[src/rtl/bcmp_pkg.sv]
package bcmp_pkg;

    localparam int CFG_IDX_W  = 3;
    localparam int CFG_DATA_W = 32;

    typedef enum logic [CFG_IDX_W-1:0] {
        CFG_AC1,
        CFG_AC2,
        CFG_AC3,
        CFG_AC4,
        CFG_AC5,
        CFG_AC6,
        CFG_B1_B2,
        CFG_MC_MD
    } bcmp_cfg_e;

    // Divider geometry
    localparam int TDIV_NUM_W = 27;
    localparam int TDIV_DEN_W = 17;
    localparam int PDIV_NUM_W = 32;
    localparam int PDIV_DEN_W = 17;

    localparam logic signed [31:0] B6_OFS    = 32'sd4000;
    localparam logic signed [31:0] X3_OFS    = 32'sd32768;
    localparam logic [15:0]        B7_SCALE  = 16'd50000;
    localparam logic signed [15:0] P_C1      = 16'sd3038;
    localparam logic signed [15:0] P_C2      = -16'sd7357;
    localparam logic signed [31:0] P_C3      = 32'sd3791;
    localparam logic signed [31:0] PRESS_MAX = 32'sd4194303;
    localparam logic signed [31:0] TEMP_MAX  = 32'sd32767;
    localparam logic signed [31:0] TEMP_MIN  = -32'sd32768;

    typedef struct packed {
        logic [15:0] raw_temp;
        logic [15:0] raw_press;
    } bcmp_in_t;

    typedef struct packed {
        logic signed [15:0] temp_tenths;
        logic [21:0]        press_pa;
        logic               div_error;
    } bcmp_out_t;

    typedef struct packed {
        logic signed [15:0] ac1;
        logic signed [15:0] ac2;
        logic signed [15:0] ac3;
        logic [15:0]        ac4;
        logic [15:0]        ac5;
        logic [15:0]        ac6;
        logic signed [15:0] b1;
        logic signed [15:0] b2;
        logic signed [15:0] mc;
        logic signed [15:0] md;
    } bcmp_cal_t;

    typedef struct packed {
        logic valid;
        logic err;
    } bcmp_ctl_t;

    typedef struct packed {
        logic signed [31:0] b6;
        logic signed [15:0] temp;
        logic [15:0]        up;
    } bcmp_tmid_t;

endpackage

[src/rtl/bcmp_div.sv]
module bcmp_div #(
    parameter int NumW  = 32,
    parameter int DenW  = 17,
    parameter int SideW = 1
) (
    input  logic             clk,
    input  logic             rst_n,
    input  logic             en,
    input  logic             in_vld,
    input  logic [NumW-1:0]  num,
    input  logic [DenW-1:0]  den,
    input  logic [SideW-1:0] side_in,
    output logic             out_vld,
    output logic [NumW-1:0]  quo,
    output logic [SideW-1:0] side_out
);

    logic [NumW-1:0]  word_s [NumW+1];
    logic [DenW-1:0]  rem_s  [NumW+1];
    logic [DenW-1:0]  den_s  [NumW+1];
    logic [SideW-1:0] side_s [NumW+1];
    logic             vld_s  [NumW+1];

    assign word_s[0] = num;
    assign rem_s[0]  = '0;
    assign den_s[0]  = den;
    assign side_s[0] = side_in;
    assign vld_s[0]  = in_vld;

    // One quotient bit per stage; quotient bits shift into the numerator word
    for (genvar k = 0; k < NumW; k++) begin : g_stage
        logic [DenW:0]    shifted;
        logic [DenW:0]    diff;
        logic             ge;
        logic [NumW-1:0]  word_next;
        logic [DenW-1:0]  rem_next;
        logic [NumW-1:0]  word_reg;
        logic [DenW-1:0]  rem_reg;
        logic [DenW-1:0]  den_reg;
        logic [SideW-1:0] side_reg;
        logic             vld_reg;

        always_comb
        begin
            shifted   = {rem_s[k], word_s[k][NumW-1]};
            diff      = shifted - {1'b0, den_s[k]};
            ge        = (shifted >= {1'b0, den_s[k]});
            word_next = {word_s[k][NumW-2:0], ge};
            rem_next  = ge ? diff[DenW-1:0] : shifted[DenW-1:0];
        end

        always_ff @(posedge clk or negedge rst_n)
        begin
            if (!rst_n)
                vld_reg <= 1'b0;
            else if (en)
                vld_reg <= vld_s[k];
        end

        always_ff @(posedge clk)
        begin
            if (en)
            begin
                word_reg <= word_next;
                rem_reg  <= rem_next;
                den_reg  <= den_s[k];
                side_reg <= side_s[k];
            end
        end

        assign word_s[k+1] = word_reg;
        assign rem_s[k+1]  = rem_reg;
        assign den_s[k+1]  = den_reg;
        assign side_s[k+1] = side_reg;
        assign vld_s[k+1]  = vld_reg;
    end

    assign out_vld  = vld_s[NumW];
    assign quo      = word_s[NumW];
    assign side_out = side_s[NumW];

endmodule

[src/rtl/bcmp_temp.sv]
module bcmp_temp (
    input  logic                   clk,
    input  logic                   rst_n,
    input  logic                   en,
    input  logic                   in_vld,
    input  bcmp_pkg::bcmp_in_t     in_item,
    input  bcmp_pkg::bcmp_cal_t    cal,
    output bcmp_pkg::bcmp_ctl_t    mid_ctl,
    output bcmp_pkg::bcmp_tmid_t   mid_data
);

    localparam int NW = bcmp_pkg::TDIV_NUM_W;
    localparam int DW = bcmp_pkg::TDIV_DEN_W;
    localparam int SW = 2 + 17 + 16;

    // S1: raw product of (UT - AC6) * AC5
    logic signed [16:0] diff_ut;
    logic signed [33:0] prod_x1;
    logic               s1_vld_reg;
    logic [31:0]        s1_prod_reg;
    logic [15:0]        s1_up_reg;

    assign diff_ut = $signed({1'b0, in_item.raw_temp}) - $signed({1'b0, cal.ac6});
    assign prod_x1 = diff_ut * $signed({1'b0, cal.ac5});

    always_ff @(posedge clk or negedge rst_n)
    begin
        if (!rst_n)
            s1_vld_reg <= 1'b0;
        else if (en)
            s1_vld_reg <= in_vld;
    end

    always_ff @(posedge clk)
    begin
        if (en)
        begin
            s1_prod_reg <= prod_x1[31:0];
            s1_up_reg   <= in_item.raw_press;
        end
    end

    // S2: divisor X1 + MD, split into sign and magnitude
    logic signed [16:0] x1_next;
    logic signed [17:0] div_next;
    logic signed [17:0] div_neg;
    logic signed [16:0] mc_neg;
    logic [15:0]        mc_mag;
    logic               s2_vld_reg;
    logic [NW-1:0]      s2_num_reg;
    logic [DW-1:0]      s2_den_reg;
    logic [SW-1:0]      s2_side_reg;

    always_comb
    begin
        x1_next  = s1_prod_reg[31:15];
        div_next = 18'(x1_next) + 18'(cal.md);
        div_neg  = -div_next;
        mc_neg   = -17'(cal.mc);
        mc_mag   = cal.mc[15] ? mc_neg[15:0] : cal.mc;
    end

    always_ff @(posedge clk or negedge rst_n)
    begin
        if (!rst_n)
            s2_vld_reg <= 1'b0;
        else if (en)
            s2_vld_reg <= s1_vld_reg;
    end

    always_ff @(posedge clk)
    begin
        if (en)
        begin
            s2_num_reg  <= {mc_mag, 11'b0};
            s2_den_reg  <= div_next[17] ? div_neg[DW-1:0] : div_next[DW-1:0];
            s2_side_reg <= {cal.mc[15] ^ div_next[17], (div_next == '0), x1_next, s1_up_reg};
        end
    end

    logic          dv_vld;
    logic [NW-1:0] dv_quo;
    logic [SW-1:0] dv_side;

    bcmp_div #(
        .NumW  (NW),
        .DenW  (DW),
        .SideW (SW)
    ) u_div (
        .clk      (clk),
        .rst_n    (rst_n),
        .en       (en),
        .in_vld   (s2_vld_reg),
        .num      (s2_num_reg),
        .den      (s2_den_reg),
        .side_in  (s2_side_reg),
        .out_vld  (dv_vld),
        .quo      (dv_quo),
        .side_out (dv_side)
    );

    // S3: B5, temperature and B6
    logic               q_neg;
    logic               d_zero;
    logic signed [16:0] x1_d;
    logic signed [NW:0] x2;
    logic signed [31:0] b5;
    logic signed [31:0] t_full;
    logic signed [15:0] t_sat;
    bcmp_pkg::bcmp_ctl_t  ctl_reg;
    bcmp_pkg::bcmp_tmid_t data_reg;

    always_comb
    begin
        q_neg  = dv_side[SW-1];
        d_zero = dv_side[SW-2];
        x1_d   = dv_side[32:16];
        x2     = q_neg ? -$signed({1'b0, dv_quo}) : $signed({1'b0, dv_quo});
        b5     = 32'(x1_d) + 32'(x2);
        t_full = (b5 + 32'sd8) >>> 4;
        if (t_full > bcmp_pkg::TEMP_MAX)
            t_sat = 16'sh7FFF;
        else if (t_full < bcmp_pkg::TEMP_MIN)
            t_sat = -16'sh8000;
        else
            t_sat = t_full[15:0];
    end

    always_ff @(posedge clk or negedge rst_n)
    begin
        if (!rst_n)
            ctl_reg <= '0;
        else if (en)
        begin
            ctl_reg.valid <= dv_vld;
            ctl_reg.err   <= d_zero;
        end
    end

    always_ff @(posedge clk)
    begin
        if (en)
        begin
            data_reg.b6   <= b5 - bcmp_pkg::B6_OFS;
            data_reg.temp <= t_sat;
            data_reg.up   <= dv_side[15:0];
        end
    end

    assign mid_ctl  = ctl_reg;
    assign mid_data = data_reg;

endmodule

[config.mk]
export PLATFORM = sky130hd
export DESIGN_NAME = bcmp_temp
export DESIGN_NICKNAME = d
export VERILOG_FILES = /design/src/rtl/bcmp_pkg.sv /design/src/rtl/bcmp_div.sv /design/src/rtl/bcmp_temp.sv
export SDC_FILE = /design/constraint.sdc
export NUM_CORES = 2
export LEC_CHECK = 0
export ABC_AREA = 1
export BUFFER_PORTS_ARGS = -buffer_cell sky130_fd_sc_hd__buf_2
export CORE_UTILIZATION = 35
export DETAILED_ROUTE_END_ITERATION = 7
export PLACE_DENSITY_LB_ADDON = 0.1
export RECOVER_POWER = 100
export SYNTH_ARGS = -nofsm -noshare
export SYNTH_HDL_FRONTEND = slang
export SYNTH_HIERARCHICAL = 1
export SYNTH_SLANG_ARGS = --single-unit
[constraint.sdc]
create_clock -name clk -period 4.6 [get_ports clk]
set_input_delay 0.92 -clock clk [delete_from_list [all_inputs] [get_ports clk]]
set_output_delay 0.92 -clock clk [all_outputs]
set_load 0.02 [all_outputs]
== Word level (Yosys, flattened, before mapping) ==
Cells that the tools add are included.

* Reductions and logical operators: 1
* Bitwise logic cells: 1
* Add/subtract/negate cells: 34
* $lt $le $gt $ge: 29
* Multiply operators: 1
* Mux-type cells: 30

{| class="wikitable"
|+ Operators by type and width
! operator !! count
|-
| $ge 18x17->1 || 26
|-
| $mux 17 || 26
|-
| $sub 17x17->17 || 25
|-
| $mul 17x17->32 || 1
|-
| $add 29x5->30 const B || 1
|-
| $sub 29x13->30 const B || 1
|-
| $add 17x28->29 || 1
|-
| $mux 28 || 1
|-
| $neg 27->28 || 1
|-
| $gt 26x16->1 const B || 1
|-
| $lt 26x16->1 const B || 1
|-
| $add 17x16->18 || 1
|-
| $logic_not 18->1 || 1
|-
| $ge 1x17->1 || 1
|-
| $neg 17->17 || 1
|-
| $sub 1x17->17 || 1
|-
| $sub 16x16->17 || 1
|-
| $mux 16 || 1
|-
| $neg 16->16 || 1
|-
| $mux 15 || 1
|-
| $mux 1 || 1
|-
| $xor 1x1->1 || 1
|}

* Input port bits: 196
* Register bits: 2538
* Word-level logic and storage cells: 253

== Longest topological paths before layout ==
* Word-level depth: 6
* Depth in mapped cells: 39
* Mapped depth without buffers: 39

== Hierarchy ==
Netlist, hierarchy kept.

{| class="wikitable"
|+ Modules (own cells, without submodules)
! module !! sequential area each (µm²) !! area each (µm²) !! cells an instance !! times used
|-
| bcmp_div || 77489.3 || 114159.5 || 10104 || 1
|-
| bcmp_temp || 4994.8 || 21637.0 || 2642 || 1
|}

== Least setup slack after synthesis ==
OpenSTA, ideal clock, no wires.

* Path kind: input to register
* Start point: in in_item[16] (netlist name)
* End point: reg s1_prod_reg[31] (data pin)
* Path slack: -3679 ps
* Arrival: 8016 ps
* Cell stages on the path: 35
* Library setup time: 262 ps
* Cells stage by stage: inv_1 ha_1 fa_1 or2_2 nand2_1 o21ai_0 o21ai_0 nand2_1 nand2_1 a21oi_1 o21ai_0 xor2_1 clkinv_1 nor2_1 fa_1 inv_1 fa_1 fa_1 inv_1 fa_1 fa_1 inv_1 fa_1 inv_1 ha_1 nand2_1 nor4_1 nand2_1 nand2_1 nand2_1 nand2_1 a21oi_1 o21ai_0 a21oi_1 xor2_1

* Word-level cells in the longest chain between the ends: 2

{| class="wikitable"
|+ Ends and longest elaborated chain
! item !! line !! RTL
|-
| start, declared || bcmp_temp.sv:6 || <nowiki>input bcmp_pkg::bcmp_in_t in_item,</nowiki>
|-
| $sub 16x16->17 || bcmp_temp.sv:23 || <nowiki>assign diff_ut = $signed({1'b0, in_item.raw_temp}) - $signed({1'b0, cal.ac6});</nowiki>
|-
| $mul 17x17->32 || bcmp_temp.sv:24 || <nowiki>assign prod_x1 = diff_ut * $signed({1'b0, cal.ac5});</nowiki>
|-
| via prod_x1[31] || bcmp_temp.sv:18 || <nowiki>logic signed [33:0] prod_x1;</nowiki>
|-
| end signal, assigned || bcmp_temp.sv:38 || <nowiki>s1_prod_reg <= prod_x1[31:0];</nowiki>
|-
| end, declared || bcmp_temp.sv:20 || <nowiki>logic [31:0] s1_prod_reg;</nowiki>
|}

The timed path passes the listed nets, and every way through them passes these cells.
A chain may end at the register's enable or synchronous reset.

== Worst setup path after layout ==
* Start point: in cal[68] (netlist name)
* End point: reg s1_prod_reg[30] (data pin)

* Word-level cells in the longest chain between the ends: 2

{| class="wikitable"
|+ Ends and longest elaborated chain
! item !! line !! RTL
|-
| start, declared || bcmp_temp.sv:7 || <nowiki>input bcmp_pkg::bcmp_cal_t cal,</nowiki>
|-
| $sub 16x16->17 || bcmp_temp.sv:23 ||
|-
| $mul 17x17->32 || bcmp_temp.sv:24 ||
|-
| via prod_x1[30] || bcmp_temp.sv:18 ||
|}

The timed path passes the listed nets, and every way through them passes these cells.

==> metrics.txt <==
# TYPE chip_impl_metric gauge
chip_impl_metric{name="setup_violations",unit=""} 48
chip_impl_metric{name="synth_enable_flop_cells",unit=""} 2721
chip_impl_metric{name="drv.max_cap_violation_count",unit=""} 8
chip_impl_metric{name="clock_skew",unit="ns"} 0.06314
chip_impl_metric{name="synth.distinct_cells",unit=""} 58
chip_impl_metric{name="power_frac_comb",unit="%"} 53.1
chip_impl_metric{name="critical-path-max-stage-delay",unit="ns"} 0.55
chip_impl_info{name="critical-path-top-delay-family",value="adder cells"} 1
chip_impl_metric{name="grt_pass1_vias",unit=""} 86680
chip_impl_metric{name="final.setup.worst_slack",unit="ns"} -2.449
chip_impl_metric{name="clk_slew_on_worst_s_h_paths",unit="ns"} 0.06
chip_impl_info{name="critPathSlowestCell",value="sky130_fd_sc_hd__fa_1"} 1
chip_impl_metric{name="synth.cell_area",unit="um2"} 135800
chip_impl_info{name="worst-setup-path-type",value="primary input to flip-flop"} 1
chip_impl_metric{name="power_density",unit="nW/um2"} 819.8
chip_impl_metric{name="fillCellCount",unit=""} 37330
chip_impl_metric{name="nets",unit=""} 14750
chip_impl_metric{name="irDropWorstVdd",unit="V"} 0.002036
chip_impl_info{name="worstHoldEndpoint",value="s1_up_reg[10]"} 1
chip_impl_metric{name="hold-worst-slack",unit="ns"} 0.1839
chip_impl_info{name="rsz_0062_raised_after_global_routing",value="yes"} 1
chip_impl_metric{name="grt_max_degree",unit=""} 134
chip_impl_metric{name="synth.ff_latch_count",unit=""} 2752
chip_impl_metric{name="maxClockFrequency",unit="MHz"} 141.9
chip_impl_metric{name="timing.final.hold_violations",unit=""} 0
chip_impl_metric{name="syn2layout_area_growth",unit="%"} 16.40
chip_impl_metric{name="hold_path_depth",unit=""} 1
chip_impl_metric{name="ff2ff_path_depth",unit=""} 37
chip_impl_metric{name="die_y_extent",unit="um"} 624.9
chip_impl_metric{name="cts_buffers",unit=""} 317
chip_impl_metric{name="ioPinCount",unit=""} 262
chip_impl_info{name="outcome",value="complete, but fails checks"} 1
chip_impl_metric{name="worst_slew_pin_slew",unit="ns"} 3.217
chip_impl_info{name="violations",value="max-capacitance violations, max-slew violations, negative setup slack"} 1
chip_impl_metric{name="critical_path.n_buffers_inverters",unit=""} 9
chip_impl_metric{name="coreArea",unit="um2"} 386000
chip_impl_metric{name="dr.first_iter.drc_count",unit=""} 6136
chip_impl_metric{name="dieArea",unit="um2"} 390500
chip_impl_metric{name="overall_global_routing_resource_usage",unit="%"} 16.98
chip_impl_metric{name="reg_to_reg_slack_setup",unit="ns"} -0.59
chip_impl_metric{name="timing.setup.tns",unit="ns"} -50.34
chip_impl_metric{name="p_leak",unit="nW"} 70.81
chip_impl_metric{name="timing.critical_path.depth",unit=""} 34
chip_impl_metric{name="layout.core_utilization",unit="%"} 40.95
chip_impl_metric{name="antenna_found_initial",unit=""} 19
chip_impl_metric{name="total_power",unit="mW"} 129.6
chip_impl_info{name="worst_hold_path_type",value="primary input to flip-flop"} 1
chip_impl_metric{name="synth_area_per_cell",unit="um2"} 10.65
chip_impl_metric{name="fp-row-count",unit=""} 228
chip_impl_metric{name="finalWeightedCongestion",unit=""} 0.8758
chip_impl_metric{name="wl_per_cell",unit="um"} 17.63
chip_impl_metric{name="pwr-share-clk",unit="%"} 18.3
chip_impl_metric{name="yosys_warnings",unit=""} 6
chip_impl_metric{name="net-switching-power",unit="mW"} 52.41
chip_impl_metric{name="seq_power_share",unit="%"} 28.6
chip_impl_metric{name="routed-via-count",unit=""} 86910
chip_impl_metric{name="count_of_buffers_inserted_at_the_top_level_ports",unit=""} 165
chip_impl_metric{name="worst-endpoint-required",unit="ns"} 5.27
chip_impl_info{name="endpoint_kind",value="flip-flop"} 1
chip_impl_metric{name="synth_async_sr_flop_share",unit="%"} 1.126
chip_impl_metric{name="vias_per_cell",unit=""} 4.552
chip_impl_metric{name="critical_path.max_fanout",unit=""} 5
chip_impl_metric{name="cp_data_arrival_time",unit="ns"} 7.72
chip_impl_metric{name="wirelength",unit="mm"} 336.7
chip_impl_info{name="clock_tree.root_cell",value="sky130_fd_sc_hd__clkbuf_16"} 1
chip_impl_info{name="worst_flop_to_flop_path_startpoint",value="u_div/quo[0]"} 1
chip_impl_metric{name="die_x",unit="um"} 624.9
chip_impl_info{name="start_kind",value="primary input"} 1
chip_impl_metric{name="cts_buffer_depth",unit=""} 4
chip_impl_metric{name="largest_reg_flops",unit=""} 910
chip_impl_metric{name="p_int",unit="mW"} 77.18
chip_impl_metric{name="cts.htree.levels",unit=""} 5
chip_impl_info{name="cp_common_cell",value="sky130_fd_sc_hd__fa_1"} 1
chip_impl_metric{name="grt_remaining_overflow",unit=""} 0
chip_impl_metric{name="sw_frac_of_total",unit="%"} 40.44
chip_impl_metric{name="drt-pass1-iter-count",unit=""} 6
chip_impl_metric{name="grt_pass1_wl",unit="mm"} 515.3
chip_impl_metric{name="initial_utilization",unit="%"} 35.18
chip_impl_metric{name="clock_insertion_delay_worst_skew",unit="ns"} 0.92
chip_impl_metric{name="ys_seq_area_share",unit="%"} 60.74
chip_impl_info{name="ys.flop_type",value="sky130_fd_sc_hd__edfxtp_1"} 1
chip_impl_info{name="critical_path.startpoint",value="cal[68]"} 1
chip_impl_metric{name="post-route-drc-count",unit=""} 0
chip_impl_metric{name="max-slew-margin-rel",unit="%"} -114.5
chip_impl_metric{name="tritoncts_num_sinks",unit=""} 2752
chip_impl_info{name="holdCritStartpoint",value="in_item[10]"} 1
chip_impl_info{name="regToRegEndpoint",value="mid_data[18]"} 1
chip_impl_metric{name="pre_cts_slack",unit="ns"} -3.761
chip_impl_metric{name="dpl.hpwl",unit="mm"} 251.9
chip_impl_metric{name="post-route-min-period",unit="ns"} 7.049
chip_impl_metric{name="final-max-slew-violation-count",unit=""} 494
chip_impl_info{name="cts_tree",value="done"} 1
chip_impl_metric{name="syn_inst",unit=""} 12750
chip_impl_metric{name="antenna_violating_nets_post_route",unit=""} 0
chip_impl_metric{name="finalCritPeriodShare",unit="%"} 153.2
chip_impl_metric{name="post_route_cells_drive_above_1_share",unit="%"} 11.92
[final cells by class]
class,count,area (um2),share of cell area [%]
inverter,2347,8855,5.602
clock buffer,396,8346,5.280
clock inverter,165,1408,0.8905
antenna,2,5.005,0.003166
sequential,2752,82480,52.18
tap,5175,6475,4.096
timing repair buffer,726,5286,3.344
multi-input combinational,7531,45210,28.60
[synthesized netlist by cell type (53+ instances only)]
cell,instances,area (um2)
sky130_fd_sc_hd__nand2_1,3902,14650
sky130_fd_sc_hd__nand3_1,792,3964
sky130_fd_sc_hd__nand2_2,93,581.8
sky130_fd_sc_hd__fa_1,289,5786
sky130_fd_sc_hd__nor3_1,69,345.3
sky130_fd_sc_hd__nand2_4,53,596.8
sky130_fd_sc_hd__nand4_1,90,563.0
sky130_fd_sc_hd__nor2_1,636,2387
sky130_fd_sc_hd__xnor2_1,66,578.1
sky130_fd_sc_hd__inv_1,2322,8716
sky130_fd_sc_hd__ha_1,593,7420
sky130_fd_sc_hd__edfxtp_1,2721,81710
sky130_fd_sc_hd__a21oi_1,338,1692
sky130_fd_sc_hd__xor2_1,251,2198
[stage by stage]
stage                     instances  instance area [um2]
after floorplan               12760               136000
after global placement        18440               146500
after detailed placement      18440               146500
after CTS                     19060               157800
after global routing          19090               158100
final                         19090               158100
[worst reg2reg max path: cells and delay by family, from the launching register on]
kind            cells  cell delay, ns
compound gates      2            0.25
flops               1            0.48
xor+xnor            1            0.20
buf+inv            10            1.03
fa+ha+maj           2            0.46
simple gates       22            2.48
[worst max path at each step]
stage,slack [ns],endpoint
3_5_place_dp,-3.76,s1_prod_reg[31]
6_report,-2.45,s1_prod_reg[30]
4_1_cts,-2.38,s1_prod_reg[30]
2_1_floorplan,-3.00,s1_prod_reg[28]
3_3_place_gp,-3.82,s1_prod_reg[29]
5_1_grt,-2.65,s1_prod_reg[30]
[power groups by stage]
stage	registers [mW]	logic (mW)	clock network [mW]
2_1_floorplan	36.2	42.3	0
3_3_place_gp	37.6	62.6	0
3_5_place_dp	37.6	62.7	0
4_1_cts	37.2	65.7	24.7
5_1_grt	37.5	77.4	25.6
6_report	37.1	68.8	23.7
[kinds of logic after synthesis]
| group | share of synthesized area (%) |
|---|---|
| AO/OA/AOI/OAI | 1.697 |
| adder cells (fa/ha/maj) | 9.724 |
| AND/OR/NAND/NOR | 18.60 |
| XOR/XNOR | 2.065 |
| buffers and inverters | 7.149 |
| multiplexers | 0.02488 |
| flip-flops | 60.74 |
| other | 0.002761 |
[layout by cell type (no fill, tap or decap), drive strengths merged, types with 7 or more instances in the layout]
master,n
conb,11
xor2,251
ha,593
buf,588
and3,23
nor3,73
o21ai,63
clkinv,141
nand3b,30
or2,50
nand2,4050
nor3b,7
a21oi,339
nand4,91
fa,289
nand3,799
dfrtp,31
clkinvlp,16
o21a,15
clkbuf,532
inv,2343
nor2,686
nor4,33
and2,38
edfxtp,2721
xnor2,67
bufinv,12
[routing by layer]
layer	part of all wire (%)	track usage (%)	vias up
met4	2.8	4.651	0
met1	48	24.17	41610
li1	-	-	43160
met3	3.7	1.854	476
met2	46	27.49	1667
met5	0	0	-
[repair_timing]
action / 4_1_cts / 5_1_grt
hold buffers: 1 / 0
setup buffers: 60 / 47
gates cloned: 2 / 0
gates resized for setup: 311 / 253
hold endpoints to repair: 29 / 0
pin swaps: 176 / 155
endpoints found under the setup margin: 46 / 50
(Power assumes the default switching activity.)
